--- src/rtl/core/ads_pkg.sv ---
// Shared types and constants for the apogee deployment sequencer.
// No dependencies; the interfaces and the top level use it by scoped names.
package ads_pkg;

  // Field widths
  localparam int AccelW  = 15;
  localparam int AltW    = 24;
  localparam int PotW    = 10;
  localparam int ThrW    = 14;
  localparam int MarginW = 16;
  localparam int ScaleW  = 14;
  localparam int FireW   = 14;
  localparam int CountW  = 14;
  localparam int PhaseW  = 3;
  localparam int ProdW   = PotW + ScaleW;

  // Config port
  localparam int AddrW = 4;
  localparam int DataW = 32;

  // Full-scale pot code, also the delay divisor
  localparam logic [PotW-1:0] POT_MAX = 10'd1023;

  typedef enum logic [PhaseW-1:0] {
    PH_PAD    = 3'd0,
    PH_FLIGHT = 3'd1,
    PH_DELAY  = 3'd2,
    PH_FIRING = 3'd3,
    PH_DONE   = 3'd4
  } phase_t;

  typedef enum logic [1:0] {
    REG_LAUNCH_THRESHOLD = 2'd0,
    REG_APOGEE_MARGIN    = 2'd1,
    REG_DELAY_FULL_SCALE = 2'd2,
    REG_FIRE_TIME        = 2'd3
  } reg_idx_t;

  // Register reset values
  localparam logic [ThrW-1:0]    LAUNCH_THRESHOLD_RST = 14'd200;
  localparam logic [MarginW-1:0] APOGEE_MARGIN_RST    = 16'd75;
  localparam logic [ScaleW-1:0]  DELAY_FULL_SCALE_RST = 14'd10000;
  localparam logic [FireW-1:0]   FIRE_TIME_RST        = 14'd5000;

  // Accepted item as held in the input stage
  typedef struct packed {
    logic                   tick;
    logic signed [AccelW-1:0] vert_accel;
    logic signed [AltW-1:0]   altitude;
    logic [ProdW-1:0]         delay_prod;  // (1023 - pot) * full scale
  } stage_item_t;

endpackage

--- src/rtl/core/ads_in_if.sv ---
// Input channel: sensor sample or millisecond tick, valid/ready handshake.
// Depends on ads_pkg for field widths.
interface ads_in_if;
  logic                              valid;
  logic                              ready;
  logic                              cmd;
  logic signed [ads_pkg::AccelW-1:0] vert_accel;
  logic signed [ads_pkg::AltW-1:0]   altitude;
  logic [ads_pkg::PotW-1:0]          pot_reading;

  modport source (output valid, cmd, vert_accel, altitude, pot_reading, input ready);
  modport sink   (input valid, cmd, vert_accel, altitude, pot_reading, output ready);
endinterface

--- src/rtl/core/ads_out_if.sv ---
// Result channel: phase, pyro state, peak altitude and time left.
// Depends on ads_pkg for field widths.
interface ads_out_if;
  logic                            valid;
  logic                            ready;
  logic [ads_pkg::PhaseW-1:0]      phase;
  logic                            pyro_fire;
  logic signed [ads_pkg::AltW-1:0] peak_altitude;
  logic [ads_pkg::CountW-1:0]      time_left;

  modport source (output valid, phase, pyro_fire, peak_altitude, time_left, input ready);
  modport sink   (input valid, phase, pyro_fire, peak_altitude, time_left, output ready);
endinterface

--- src/rtl/core/apogee_deploy_sequencer.sv ---
// Apogee deployment sequencer: launch detect, peak tracking, delay and pyro timing.
// Items pass through the input stage, then the result register. Throughput:
// one item per cycle unless the output stalls; the sequencer state updates once
// per item as it moves from the input stage to the result register.
// Reset (rst, synchronous): phase pad, peak 0, countdown 0, registers to defaults.
// Depends on ads_pkg, ads_in_if and ads_out_if.
module apogee_deploy_sequencer (
  input  logic                        clk,
  input  logic                        rst,
  ads_in_if.sink                      in_ch,
  ads_out_if.source                   out_ch,
  input  logic                        psel,
  input  logic                        penable,
  input  logic                        pwrite,
  input  logic [ads_pkg::AddrW-1:0]   paddr,
  input  logic [ads_pkg::DataW-1:0]   pwdata,
  output logic [ads_pkg::DataW-1:0]   prdata,
  output logic                        pready
);

  localparam int QW   = ads_pkg::ProdW + 1 - 10;  // quotient estimate width
  localparam int CmpW = ads_pkg::AltW + 2;        // altitude + margin compare width

  // Config registers
  logic [ads_pkg::ThrW-1:0]    launch_threshold;
  logic [ads_pkg::MarginW-1:0] apogee_margin;
  logic [ads_pkg::ScaleW-1:0]  delay_full_scale;
  logic [ads_pkg::FireW-1:0]   fire_time;
  ads_pkg::reg_idx_t           reg_sel;
  logic                        cfg_wr;

  // Pipeline and sequencer state
  logic                          s1_valid;
  ads_pkg::stage_item_t          s1_item;
  ads_pkg::stage_item_t          s1_item_next;
  logic                          s1_adv;
  logic                          out_valid;
  ads_pkg::phase_t               phase;
  ads_pkg::phase_t               phase_next;
  logic signed [ads_pkg::AltW-1:0] peak;
  logic signed [ads_pkg::AltW-1:0] peak_next;
  logic [ads_pkg::CountW-1:0]    countdown;
  logic [ads_pkg::CountW-1:0]    countdown_next;

  // Datapath
  logic [ads_pkg::PotW-1:0]      pot_inv;
  logic [ads_pkg::ProdW:0]       div_sum;
  logic [QW-1:0]                 q_est;
  logic [ads_pkg::ProdW:0]       div_rem;
  logic [ads_pkg::CountW-1:0]    delay_ms;
  logic                          zero_delay;
  logic                          launch;
  logic signed [CmpW-1:0]        peak_ext;
  logic signed [CmpW-1:0]        alt_limit;
  logic                          deploy;
  logic [ads_pkg::CountW-1:0]    count_dec;

  // APB: always ready, write on access phase
  assign pready  = 1'b1;
  assign reg_sel = ads_pkg::reg_idx_t'(paddr[3:2]);
  assign cfg_wr  = psel && penable && pwrite;

  always_comb begin
    case (reg_sel)
      ads_pkg::REG_LAUNCH_THRESHOLD: prdata = ads_pkg::DataW'(launch_threshold);
      ads_pkg::REG_APOGEE_MARGIN:    prdata = ads_pkg::DataW'(apogee_margin);
      ads_pkg::REG_DELAY_FULL_SCALE: prdata = ads_pkg::DataW'(delay_full_scale);
      ads_pkg::REG_FIRE_TIME:        prdata = ads_pkg::DataW'(fire_time);
      default:                       prdata = '0;
    endcase
  end

  always_ff @(posedge clk) begin
    if (rst) begin
      launch_threshold <= ads_pkg::LAUNCH_THRESHOLD_RST;
      apogee_margin    <= ads_pkg::APOGEE_MARGIN_RST;
      delay_full_scale <= ads_pkg::DELAY_FULL_SCALE_RST;
      fire_time        <= ads_pkg::FIRE_TIME_RST;
    end else if (cfg_wr) begin
      case (reg_sel)
        ads_pkg::REG_LAUNCH_THRESHOLD: launch_threshold <= pwdata[ads_pkg::ThrW-1:0];
        ads_pkg::REG_APOGEE_MARGIN:    apogee_margin    <= pwdata[ads_pkg::MarginW-1:0];
        ads_pkg::REG_DELAY_FULL_SCALE: delay_full_scale <= pwdata[ads_pkg::ScaleW-1:0];
        ads_pkg::REG_FIRE_TIME:        fire_time        <= pwdata[ads_pkg::FireW-1:0];
        default: ;
      endcase
    end
  end

  // Handshake: input stage moves on when the result register is free or drains
  assign s1_adv      = s1_valid && (!out_valid || out_ch.ready);
  assign in_ch.ready = !s1_valid || s1_adv;

  // Input stage: capture item, form the delay product
  assign pot_inv = ads_pkg::POT_MAX - in_ch.pot_reading;

  always_comb begin
    s1_item_next.tick       = in_ch.cmd;
    s1_item_next.vert_accel = in_ch.vert_accel;
    s1_item_next.altitude   = in_ch.altitude;
    s1_item_next.delay_prod = ads_pkg::ProdW'(pot_inv) * ads_pkg::ProdW'(delay_full_scale);
  end

  always_ff @(posedge clk) begin
    if (rst) begin
      s1_valid <= 1'b0;
    end else if (in_ch.ready) begin
      s1_valid <= in_ch.valid;
    end
    if (in_ch.valid && in_ch.ready) begin
      s1_item <= s1_item_next;
    end
  end

  // Divide product by 1023: x/1024 * (1 + 2^-10 + 2^-20) underestimates by at
  // most one, so one remainder check corrects it
  assign div_sum = {1'b0, s1_item.delay_prod}
                 + (ads_pkg::ProdW + 1)'(s1_item.delay_prod >> 10)
                 + (ads_pkg::ProdW + 1)'(s1_item.delay_prod >> 20);
  assign q_est   = div_sum[ads_pkg::ProdW:10];
  assign div_rem = {1'b0, s1_item.delay_prod} - {q_est, 10'b0}
                 + (ads_pkg::ProdW + 1)'(q_est);
  assign delay_ms = ads_pkg::CountW'(q_est)
                  + ads_pkg::CountW'(div_rem >= (ads_pkg::ProdW + 1)'(ads_pkg::POT_MAX));
  assign zero_delay = s1_item.delay_prod < ads_pkg::ProdW'(ads_pkg::POT_MAX);

  // Launch and apogee compares
  assign launch    = $signed({s1_item.vert_accel[ads_pkg::AccelW-1], s1_item.vert_accel})
                   > $signed({2'b00, launch_threshold});
  assign peak_ext  = CmpW'(peak);
  assign alt_limit = CmpW'(s1_item.altitude)
                   + $signed({{(CmpW - ads_pkg::MarginW){1'b0}}, apogee_margin});
  assign deploy    = peak_ext > alt_limit;
  assign count_dec = (countdown != '0) ? countdown - 1'b1 : countdown;

  // Sequencer next state
  always_comb begin
    phase_next     = phase;
    peak_next      = peak;
    countdown_next = countdown;
    if (!s1_item.tick) begin
      if ((phase == ads_pkg::PH_PAD && launch) || phase == ads_pkg::PH_FLIGHT) begin
        phase_next = ads_pkg::PH_FLIGHT;
        if (s1_item.altitude > peak) begin
          peak_next = s1_item.altitude;
        end
        if (deploy) begin
          if (!zero_delay) begin
            phase_next     = ads_pkg::PH_DELAY;
            countdown_next = delay_ms;
          end else if (fire_time == '0) begin
            phase_next     = ads_pkg::PH_DONE;
            countdown_next = '0;
          end else begin
            phase_next     = ads_pkg::PH_FIRING;
            countdown_next = fire_time;
          end
        end
      end
    end else begin
      case (phase)
        ads_pkg::PH_DELAY: begin
          countdown_next = count_dec;
          if (count_dec == '0) begin
            if (fire_time == '0) begin
              phase_next = ads_pkg::PH_DONE;
            end else begin
              phase_next     = ads_pkg::PH_FIRING;
              countdown_next = fire_time;
            end
          end
        end
        ads_pkg::PH_FIRING: begin
          countdown_next = count_dec;
          if (count_dec == '0) begin
            phase_next = ads_pkg::PH_DONE;
          end
        end
        default: ;
      endcase
    end
  end

  // State and result register
  always_ff @(posedge clk) begin
    if (rst) begin
      phase     <= ads_pkg::PH_PAD;
      peak      <= '0;
      countdown <= '0;
      out_valid <= 1'b0;
    end else begin
      if (s1_adv) begin
        phase     <= phase_next;
        peak      <= peak_next;
        countdown <= countdown_next;
        out_valid <= 1'b1;
      end else if (out_ch.ready) begin
        out_valid <= 1'b0;
      end
    end
    if (s1_adv) begin
      out_ch.phase         <= phase_next;
      out_ch.pyro_fire     <= (phase_next == ads_pkg::PH_FIRING);
      out_ch.peak_altitude <= peak_next;
      out_ch.time_left     <= (phase_next == ads_pkg::PH_DELAY
                               || phase_next == ads_pkg::PH_FIRING) ? countdown_next : '0;
    end
  end

  assign out_ch.valid = out_valid;

endmodule
--- src/flat_wrapper.sv ---
// flat-port wrapper written by rule: the top's interface ports become plain ports
module apogee_deploy_sequencer_flat 
  (clk, rst, psel, penable, pwrite, paddr, pwdata, prdata, pready, in_ch_valid, in_ch_cmd, in_ch_vert_accel, in_ch_altitude, in_ch_pot_reading, in_ch_ready, out_ch_valid, out_ch_phase, out_ch_pyro_fire, out_ch_peak_altitude, out_ch_time_left, out_ch_ready);
  ads_in_if in_ch_i ();
  ads_out_if out_ch_i ();
  input  logic clk;
  input  logic rst;
  input  logic psel;
  input  logic penable;
  input  logic pwrite;
  input  logic [ads_pkg::AddrW-1:0] paddr;
  input  logic [ads_pkg::DataW-1:0] pwdata;
  output logic [ads_pkg::DataW-1:0] prdata;
  output logic pready;
  input wire logic [$bits(in_ch_i.valid)-1:0] in_ch_valid;
  input wire logic [$bits(in_ch_i.cmd)-1:0] in_ch_cmd;
  input wire logic [$bits(in_ch_i.vert_accel)-1:0] in_ch_vert_accel;
  input wire logic [$bits(in_ch_i.altitude)-1:0] in_ch_altitude;
  input wire logic [$bits(in_ch_i.pot_reading)-1:0] in_ch_pot_reading;
  output wire logic [$bits(in_ch_i.ready)-1:0] in_ch_ready;
  output wire logic [$bits(out_ch_i.valid)-1:0] out_ch_valid;
  output wire logic [$bits(out_ch_i.phase)-1:0] out_ch_phase;
  output wire logic [$bits(out_ch_i.pyro_fire)-1:0] out_ch_pyro_fire;
  output wire logic [$bits(out_ch_i.peak_altitude)-1:0] out_ch_peak_altitude;
  output wire logic [$bits(out_ch_i.time_left)-1:0] out_ch_time_left;
  input wire logic [$bits(out_ch_i.ready)-1:0] out_ch_ready;
  assign in_ch_i.valid = in_ch_valid;
  assign in_ch_i.cmd = in_ch_cmd;
  assign in_ch_i.vert_accel = in_ch_vert_accel;
  assign in_ch_i.altitude = in_ch_altitude;
  assign in_ch_i.pot_reading = in_ch_pot_reading;
  assign in_ch_ready = in_ch_i.ready;
  assign out_ch_valid = out_ch_i.valid;
  assign out_ch_phase = out_ch_i.phase;
  assign out_ch_pyro_fire = out_ch_i.pyro_fire;
  assign out_ch_peak_altitude = out_ch_i.peak_altitude;
  assign out_ch_time_left = out_ch_i.time_left;
  assign out_ch_i.ready = out_ch_ready;
  apogee_deploy_sequencer u_core (.clk(clk), .rst(rst), .in_ch(in_ch_i), .out_ch(out_ch_i), .psel(psel), .penable(penable), .pwrite(pwrite), .paddr(paddr), .pwdata(pwdata), .prdata(prdata), .pready(pready));
endmodule
--- config.mk ---
export PLATFORM = sky130hd
export DESIGN_NAME = apogee_deploy_sequencer_flat
export DESIGN_NICKNAME = d
export VERILOG_FILES = /design/src/rtl/core/ads_pkg.sv /design/src/rtl/core/ads_in_if.sv /design/src/rtl/core/ads_out_if.sv /design/src/rtl/core/apogee_deploy_sequencer.sv /design/src/flat_wrapper.sv
export SDC_FILE = /design/constraint.sdc
export NUM_CORES = 1
export LEC_CHECK = 0
export ABC_AREA = 1
export BUFFER_PORTS_ARGS = -buffer_cell sky130_fd_sc_hd__buf_2
export CAP_MARGIN = 20
export CELL_PAD_IN_SITES_DETAIL_PLACEMENT = 0
export CELL_PAD_IN_SITES_GLOBAL_PLACEMENT = 1
export CORE_AREA = 2 2 257 259
export DETAILED_ROUTE_END_ITERATION = 12
export DIE_AREA = 0 0 259 261
export PLACE_DENSITY = 0.69
export SKIP_CTS_REPAIR_TIMING = 1
export SYNTH_ARGS = -nofsm -noshare
export SYNTH_HDL_FRONTEND = slang
export SYNTH_SLANG_ARGS = --single-unit
export TNS_END_PERCENT = 1
--- constraint.sdc ---
create_clock -name clk -period 7.82 [get_ports clk]
set_input_delay 1.564 -clock clk [delete_from_list [all_inputs] [get_ports clk]]
set_output_delay 1.564 -clock clk [all_outputs]
set_load 0.01 [all_outputs]
== Word level (Yosys, flattened, before mapping) ==
Cells that the tools add are included.

* Add/sub/neg operators: 8
* Multiply operators: 1
* $lt $le $gt $ge: 5
* Equality and inequality tests: 8
* Mux-type cells: 23
* Reduce and logical (&&, ||, !) cells: 21

{| class="wikitable"
|+ Operator list
! operator !! number
|-
| $pmux W32 S4 || 1
|-
| $mux W14 || 8
|-
| $mux W24 || 3
|-
| $logic_not A14 Y1 || 2
|-
| $pmux W14 S2 || 1
|-
| $add A24 B14 Y25 || 1
|-
| $add A24 B17 Y25 || 1
|-
| $add A25 B15 Y25 || 1
|-
| $add A25 B4 Y25 || 1
|-
| $ge A25 B10 Y1 const B || 1
|-
| $gt A24 B25 Y1 || 1
|-
| $sub A24 B25 Y25 || 1
|-
| $gt A24 B24 Y1 || 1
|-
| $lt A24 B10 Y1 const B || 1
|-
| $mul A10 B14 Y24 || 1
|-
| $mux W3 || 7
|-
| $gt A15 B15 Y1 || 1
|-
| $add A14 B1 Y14 || 1
|-
| $reduce_bool A14 Y1 || 1
|-
| $sub A14 B1 Y14 const B || 1
|-
| $eq A3 B2 Y1 const B || 4
|-
| $sub A10 B10 Y10 const A || 1
|-
| $reduce_and A2 Y1 || 4
|-
| $pmux W3 S2 || 1
|-
| 10 further kinds || 20
|}

* Register bits: 207
* Input port bits: 93
* Output and inout bits: 77
* Word-level logic and storage cells: 83

== Longest topological paths before layout ==
Gate-level depths: netlist (run 1).

* Depth after elaboration: 10
* Depth in mapped cells: 47
* Gate-level depth less buffers: 46

== Least setup slack after synthesis (run 1) ==
OpenSTA, ideal clock, no wires.

* Path type: input-to-reg
* Start: in in_ch_pot_reading[9]
* End: reg u_core.s1_item[20] (netlist bit), data pin
* Library setup time: 262 ps
* Data arrival time: 6133 ps
* Required time: 7558 ps
* Slack: 1424 ps
* Stages: 20
* Path buffers: 1
* Cells stage by stage: inv_1 -> clkbuf_1 -> nand2_1 -> fa_1 -> fa_1 -> inv_1 -> fa_1 -> fa_1 -> fa_1 -> ha_1 -> nand2_1 -> nor2_1 -> nand2_1 -> o211ai_1 -> a21boi_0 -> o21bai_1 -> a21oi_1 -> o21ai_0 -> a21oi_1 -> xor2_1

{| class="wikitable"
|+ RTL lines
! element !! line !! text
|-
| start: declaration || flat_wrapper.sv:19 || <nowiki>input wire logic [$bits(in_ch_i.pot_reading)-1:0] in_ch_pot_reading;</nowiki>
|-
| end signal: assignment || apogee_deploy_sequencer.sv:111 || <nowiki>s1_item <= s1_item_next;</nowiki>
|-
| end: declaration || apogee_deploy_sequencer.sv:34 || <nowiki>ads_pkg::stage_item_t s1_item;</nowiki>
|}

== Final worst setup path (run 1) ==
* Start: reg u_core.s1_item[23] (netlist bit)
* End: reg u_core.out_ch.time_left[4], data pin

* Longest elaborated chain between the ends: 10
* Elaborated cells on any way between the ends: 18
* Classes of those cells: 5 x add/sub; 2 x order compare; 2 x eq/ne; 8 x mux; 1 x reduce/logical

{| class="wikitable"
|+ RTL lines
! element !! line !! text
|-
| $add A24 B14 Y25 || apogee_deploy_sequencer.sv:118 || <nowiki>+ (ads_pkg::ProdW + 1)'(s1_item.delay_prod >> 10)</nowiki>
|-
| $add A25 B4 Y25 || apogee_deploy_sequencer.sv:119 || <nowiki>+ (ads_pkg::ProdW + 1)'(s1_item.delay_prod >> 20);</nowiki>
|-
| $sub A24 B25 Y25 || apogee_deploy_sequencer.sv:121 || <nowiki>assign div_rem = {1'b0, s1_item.delay_prod} - {q_est, 10'b0}</nowiki>
|-
| $add A25 B15 Y25 || apogee_deploy_sequencer.sv:122 || <nowiki>+ (ads_pkg::ProdW + 1)'(q_est);</nowiki>
|-
| $ge A25 B10 Y1 || apogee_deploy_sequencer.sv:124 || <nowiki>+ ads_pkg::CountW'(div_rem >= (ads_pkg::ProdW + 1)'(ads_pkg::POT_MAX));</nowiki>
|-
| $add A14 B1 Y14 || apogee_deploy_sequencer.sv:124 ||
|-
| $mux W14 || apogee_deploy_sequencer.sv:148 || <nowiki>if (!zero_delay) begin</nowiki>
|-
| $mux W14 || apogee_deploy_sequencer.sv:147 || <nowiki>if (deploy) begin</nowiki>
|-
| $mux W14 || apogee_deploy_sequencer.sv:142 || <nowiki>if ((phase == ads_pkg::PH_PAD && launch) || phase == ads_pkg::PH_FLIGHT) begin</nowiki>
|-
| $mux W14 || apogee_deploy_sequencer.sv:141 || <nowiki>if (!s1_item.tick) begin</nowiki>
|-
| end signal: assignment || apogee_deploy_sequencer.sv:205 || <nowiki>out_ch.time_left <= (phase_next == ads_pkg::PH_DELAY</nowiki>
|-
| end: declaration || ads_out_if.sv:11 || <nowiki>modport source (output valid, phase, pyro_fire, peak_altitude, time_left, input ready);</nowiki>
|}

Parallel ways exist; a longest one is shown, timed or not.
A chain may end at the register's enable or synchronous reset.

==> run_results.csv, run 1 <==
group,metric,value,unit
timing,grt_setup_unrepaired,"no",
yosys,sequential_fraction_of_the_synthesis_area,26.96,%
grt,grt-ovfl-total,0,
timing,hold_slack,0.4870,ns
power,cell_internal_pwr,3.916,mW
place,dp_wirelength,48.05,mm
critical_path,reg2reg_depth,38,
power,max_vdd_drop,378.3,uV
timing,timing.final.crit_share,91.55,%
timing,fmaxAchievable,0.1397,GHz
drt,drt_drc_violations_left,0,
finish,fin_cells,3545,
place,gp_congestion,0.9233,
place,placed_instance_area,0.02077,mm2
clock_tree,clk_transition_reported_paths,0.06,ns
drt,mean_number_of_vias_per_cell,4.896,
place,dp_worst_slack,0.6447,ns
die,fp.dieArea,0.06760,mm2
yosys,netlist-cell-type-count,54,
clock_tree,cts_tree,"yes",
critical_path,worst_path_most_repeated_cell,"nand2_1",
die,initial_cell_density_of_the_core,29.69,%
yosys,synth.top_cells.by_area,"edfxtp_1, ha_1, nand2_1",
hold_path,hp-class,"reg -> reg",
yosys,synth_top_flop_cell,"edfxtp_1",
place,placement.io_buffers,134,
timing,final.min_clock_period,7.159,ns
grt,antenna_found_initial,2,
critical_path,critical_path.max_fanout,6,
grt,grt_first_pass_wirelength,93.84,mm
grt,grt_start_max_net_pins,65,
finish,design_area,0.02165,mm2
power,totalPowerFinal,7.874,mW
finish,flow.area_growth_from_synthesis,12.14,%
power,p_leak,10.57,nW
yosys,synth.largest_area_cell,"edfxtp_1",
yosys,synthesis.area_per_instance,7.552,um2
die,die-width,259,um
power,p_seq_share,17.9,%
critical_path,worstSetupEndpointType,"flop",
drt,number_of_drc_violations_after_detailed_routing_iteration_0,1352,
timing,tns,0,ns
clock_tree,clkLatencyLatePin,0.55,ns
critical_path,startpoint_class_of_the_critical_path,"flop",
critical_path,crit_cells,38,
clock_tree,cts-buffers-inserted,26,
yosys,syn_inst,2557,
drt,detail_route.wl_per_cell,17.09,um
place,place_inst,3496,
drt,dr_total_vias,17360,
finish,final_cell_mix,"nand2_1, inv_1, a21oi_1",
clock_tree,clk_root_buffer_cell,"clkbuf_16",
critical_path,r2r-start,"u_core.s1_item[23]",
clock_tree,clockBufferDepth,3,
timing,timing.max_slew.rel_slack,34.61,%
power,netSwitchingFraction,50.27,%
finish,final_layout_size_suffix_gt1_share,9.176,%
grt,grt_pass1_vias,16740,
critical_path,worst_path_largest_cell_delay,0.53,ns
yosys,synth_seq_cells,207,
critical_path,path_buf_inv,6,
die,die_y,261,um
finish,layout.nets,3065,
timing,report.final.slew_viol_count,0,
critical_path,critPathLaunch,"u_core.s1_item[23]",
drt,postRouteAntennaNets,0,
clock_tree,cts-htree-levels,1,
drt,wl,60.59,mm
finish,post-route-util,33.29,%
finish,final_common_cell,"nand2_1",
die,rows,94,
critical_path,crit_path_top_delay_cell,"edfxtp_1",
yosys,synth_top_area_share,16.48,%
yosys,ys_warn_count,0,
power,power_frac_comb,66.8,%
clock_tree,cts_sinks,207,
yosys,number_of_synthesized_flops_with_an_enable_pin,106,
critical_path,cp-endpoint,"u_core.out_ch.time_left[4]",
finish,diodes,0,
timing,count_of_final_hold_check_violations,0,
yosys,asyncSetResetFlopFracSynth,0,%
outcome,run_status,"finished clean",
die,core_area,0.06504,mm2
drt,detailedRoute.firstPassIterationCount,5,
power,power_switching,3.958,mW
critical_path,criticalPathCategory,"reg -> reg",
timing,slew_at_the_pin_closest_to_its_max_slew_limit,0.9772,ns
power,clkPwrFrac,15.3,%
critical_path,worst-endpoint-arrival,7.52,ns
power,power_per_cell_area,363.6,mW/mm2
timing,fin_skew,0.01147,ns
flow_run,cap_viol_max_count,0,
critical_path,worst-r2r-setup-slack,0.66,ns
critical_path,rr_endpoint,"u_core.out_ch.time_left[4]",
timing,setup_viol,0,
grt,gr-usage-all-layers,17.58,%
timing,finalWorstSetupSlack,0.6607,ns
critical_path,critPathTopFamily,"adder cells",
yosys,post_synth_design_cell_area,0.01931,mm2
critical_path,worst_path_required,8.18,ns
die,num_io_pins,170,
-- cell usage after synthesis (8+ instances only) --
master,count
ha_1,208
a21oi_1,219
nor2_1,209
buf_4,17
o21ai_0,135
nand3_1,172
a21oi_2,8
nand2_2,8
nand3_2,9
o21bai_1,12
xor2_1,36
nor3_1,25
inv_1,392
nor2_2,11
fa_1,103
nand2_1,562
clkbuf_1,53
dfxtp_1,101
xnor2_1,28
nand4_1,28
edfxtp_1,106
o211ai_1,21
-- cell families (layout without fill, tap and decap cells) --
logic type / after synthesis / in the layout / share of synthesized area (%)
and+or+nand+nor: 1055 / 1055 / 23.49
buffers and inverters: 484 / 593 / 10.02
AOI/OAI and AO/OA: 433 / 433 / 12.29
adders and majority gates: 311 / 311 / 24.16
DFF: 207 / 207 / 26.96
xor gates and xnor gates: 65 / 65 / 3.045
other: 2 / 17 / 0.03889
-- area by class of cell --
cell class	instances	area, um2
fillers	6924	43390
flip-flops and latches	207	5205
well taps	864	1081
clock inverters	10	142.6
multi-input cells	1881	12240
repair buffers	147	788.3
clock buffers	38	705.7
inverters	398	1494
-- sequential cells by signal, indices dropped and copies added (netlist names) --
name                         cells
u_core.out_ch.pyro_fire          1
u_core.out_ch.time_left         14
u_core.fire_time                14
u_core.phase                     3
u_core.launch_threshold         14
u_core.s1_valid                  1
u_core.apogee_margin            16
u_core.out_ch.phase              3
u_core.countdown                14
u_core.delay_full_scale         14
u_core.peak                     24
u_core.out_ch.valid              1
u_core.out_ch.peak_altitude     24
u_core.s1_item                  64
-- power groups by stage --
stage | Clock (mW) | Combinational [mW] | Sequential (mW)
after floorplan | 0 | 3.95 | 1.39
after global placement | 0 | 5.21 | 1.43
after detailed placement | 0 | 5.25 | 1.43
after CTS | 1.24 | 5.28 | 1.41
after global routing | 1.29 | 6.00 | 1.42
final | 1.21 | 5.26 | 1.41
-- per-layer routing --
metal	vias up	share of wire [%]	GRT usage [%]
met5	-	0.018	0
met4	2	2.9	5.331
met3	95	4.7	1.887
met2	479	45	28.62
met1	8237	47	24.53
li1	8543	-	-
-- worst min-delay path by stage --
stage	end	startpoint	cells past startpoint	slack, ns
after floorplan	u_core.apogee_margin[14]	u_core.apogee_margin[14]	2	0.45
after global placement	u_core.launch_threshold[5]	u_core.launch_threshold[5]	2	0.47
after detailed placement	u_core.launch_threshold[5]	u_core.launch_threshold[5]	2	0.48
after CTS	u_core.launch_threshold[5]	u_core.launch_threshold[5]	2	0.49
after global routing	u_core.launch_threshold[10]	u_core.launch_threshold[10]	2	0.52
final	u_core.launch_threshold[5]	u_core.launch_threshold[5]	2	0.49
-- worst reg2reg max path, delay by kind of cell (launching register included) --
family,cells,cell delay (ns)
simple gates,15,1.70
compound gates,10,1.99
buf+inv,6,0.41
fa+ha+maj,7,2.35
flops,1,0.53
No activity file was read; power rests on OpenSTA's default activity.
==> inputs of run 2 (changes only) <==
--- a/config.mk
+++ b/config.mk
@@ -13,7 +13,7 @@
 export CORE_AREA = 2 2 257 259
 export DETAILED_ROUTE_END_ITERATION = 12
 export DIE_AREA = 0 0 259 261
-export PLACE_DENSITY = 0.69
+export PLACE_DENSITY_LB_ADDON = 0.1
 export SKIP_CTS_REPAIR_TIMING = 1
 export SYNTH_ARGS = -nofsm -noshare
 export SYNTH_HDL_FRONTEND = slang
==> run 2 against run 1 <==
Compared with the run above:
- cell count rose by 0.25%
- clock power increased by 8%
- critical endpoint is now u_core.out_ch.time_left[10]
- sequential share of layout area is 0.17 points lower
- worst setup slack improved by 0.068 ns
- critical path depth up 1
- power up 3.3%
- design area grew 0.69%
- maximum frequency increased by 0.97%
- utilization is 0.23 points higher
- sequential power about the same
- clock skew rose by 0.017 ns
==> run_results.csv, run 2 (synthesized netlist as in run 1, its figures left out) <==
group,metric,value,unit
outcome,run_status,"finished clean",
drt,drt_drc_violations_left,0,
die,initial_cell_density_of_the_core,29.69,%
timing,count_of_final_hold_check_violations,0,
critical_path,reg2reg_depth,39,
timing,fmaxAchievable,0.1410,GHz
timing,setup_viol,0,
timing,timing.max_slew.rel_slack,32.30,%
critical_path,criticalPathCategory,"reg -> reg",
clock_tree,cts_sinks,207,
power,cell_internal_pwr,3.987,mW
place,placement.io_buffers,134,
finish,final_common_cell,"nand2_1",
critical_path,worst_path_required,8.13,ns
timing,report.final.slew_viol_count,0,
critical_path,r2r-start,"u_core.s1_item[3]",
clock_tree,cts-htree-levels,1,
drt,number_of_drc_violations_after_detailed_routing_iteration_0,978,
finish,flow.area_growth_from_synthesis,12.91,%
power,power_per_cell_area,372.9,mW/mm2
grt,grt_first_pass_wirelength,98.95,mm
power,power_frac_comb,66.6,%
hold_path,min-delay-start,"u_core.launch_threshold[5]",
clock_tree,clk_transition_reported_paths,0.06,ns
finish,final_cell_mix,"nand2_1, inv_1, a21oi_1",
finish,largest_register_ff_count,64,
drt,wl,63.64,mm
critical_path,worst_path_most_repeated_cell,"nand2_1",
grt,antenna_found_initial,1,
critical_path,worst_path_largest_cell_delay,0.55,ns
drt,mean_number_of_vias_per_cell,4.789,
timing,grt_setup_unrepaired,"no",
die,core_area,0.06504,mm2
drt,dr_total_vias,17020,
finish,layout.nets,3072,
finish,regMostFlops,"u_core.s1_item",
clock_tree,clockBufferDepth,3,
grt,grt_start_max_net_pins,67,
place,dp_wirelength,50.51,mm
grt,grt-ovfl-total,0,
drt,detail_route.wl_per_cell,17.91,um
critical_path,worstSetupEndpointType,"flop",
critical_path,rr_endpoint,"u_core.out_ch.time_left[10]",
die,rows,94,
finish,diodes,0,
critical_path,worst-r2r-setup-slack,0.73,ns
timing,timing.final.crit_share,90.68,%
power,clkPwrFrac,16.1,%
hold_path,worstHoldPathCells,2,
power,power_switching,4.143,mW
clock_tree,cts-buffers-inserted,28,
finish,reg_top3,"u_core.s1_item x64, u_core.out_ch.peak_altitude x24, u_core.peak x24",
grt,grt_pass1_vias,17180,
critical_path,critPathTopFamily,"adder cells",
timing,slew_at_the_pin_closest_to_its_max_slew_limit,1.012,ns
hold_path,hold-path-endpoint,"u_core.launch_threshold[5]",
clock_tree,cts_tree,"yes",
critical_path,path_buf_inv,6,
power,p_seq_share,17.3,%
timing,final.min_clock_period,7.091,ns
critical_path,startpoint_class_of_the_critical_path,"flop",
critical_path,crit_path_top_delay_cell,"fa_1",
die,num_io_pins,170,
timing,tns,0,ns
clock_tree,clk_root_buffer_cell,"clkbuf_16",
place,gp_congestion,0.8503,
finish,post-route-util,33.52,%
drt,detailedRoute.firstPassIterationCount,5,
hold_path,hp-class,"reg -> reg",
power,netSwitchingFraction,50.96,%
finish,final_layout_size_suffix_gt1_share,9.963,%
flow_run,cap_viol_max_count,0,
critical_path,worst-endpoint-arrival,7.40,ns
die,fp.dieArea,0.06760,mm2
die,die-width,259,um
grt,gr-usage-all-layers,18.77,%
critical_path,critical_path.max_fanout,5,
die,die_y,261,um
drt,postRouteAntennaNets,0,
power,max_vdd_drop,349.0,uV
clock_tree,clkLatencyLatePin,0.59,ns
power,p_leak,10.65,nW
timing,fin_skew,0.02823,ns
## run 2: layer usage
metal	share of wire (%)	global-route usage (%)
met1	50	26.95
met2	44	29.70
met3	3.6	2.158
met4	2.9	5.283
met5	0	0
## run 2: final cells by class
| cell class | count | area [um2] |
|---|---|---|
| Inverter | 398 | 1494 |
| Timing Repair Buffer | 152 | 825.8 |
| Clock buffer | 30 | 708.2 |
| Clock inverter | 22 | 244.0 |
| Sequential cell | 207 | 5205 |
| Multi-Input combinational cell | 1881 | 12250 |
| Tap cell | 864 | 1081 |
| Fill cell | 7034 | 43240 |
## run 2: stage by stage
step / area [um2] / power, mW / instances / setup WS [ns] / hold slack (ns)
after floorplan: 19370 / 5.340 / 2572 / 1.424 / 0.4478
after global placement: 20800 / 6.820 / 3499 / 0.5920 / 0.4697
after detailed placement: 20800 / 6.811 / 3499 / 0.5790 / 0.4751
after CTS: 21750 / 8.183 / 3551 / 0.5529 / 0.4841
after global routing: 21800 / 8.967 / 3554 / 0.03878 / 0.5192
final: 21800 / 8.130 / 3554 / 0.7292 / 0.4800
## run 2: worst max path at each step
| stage | end | start | slack (ns) | cells after the start |
|---|---|---|---|---|
| final | u_core.out_ch.time_left[10] | u_core.s1_item[3] | 0.73 | 39 |
| after global routing | u_core.countdown[10] | u_core.s1_item[3] | 0.04 | 41 |
| after floorplan | u_core.s1_item[20] | in_ch_pot_reading[9] | 1.42 | 20 |
| after detailed placement | u_core.out_ch.time_left[10] | u_core.s1_item[3] | 0.58 | 39 |
| after global placement | u_core.out_ch.time_left[10] | u_core.s1_item[3] | 0.59 | 39 |
| after CTS | u_core.out_ch.time_left[10] | u_core.s1_item[3] | 0.55 | 39 |
## run 2: power by group through the flow
stage / clock network, mW / logic [mW] / registers, mW
2_1_floorplan: 0 / 3.95 / 1.39
3_3_place_gp: 0 / 5.39 / 1.43
3_5_place_dp: 0 / 5.38 / 1.43
4_1_cts: 1.36 / 5.41 / 1.41
5_1_grt: 1.39 / 6.16 / 1.42
6_report: 1.31 / 5.42 / 1.40
## run 2: worst min-delay path, cell delays in order (launching register included)
cell	delay, ns
dfxtp_1	0.30
inv_1	0.07
a21oi_1	0.06
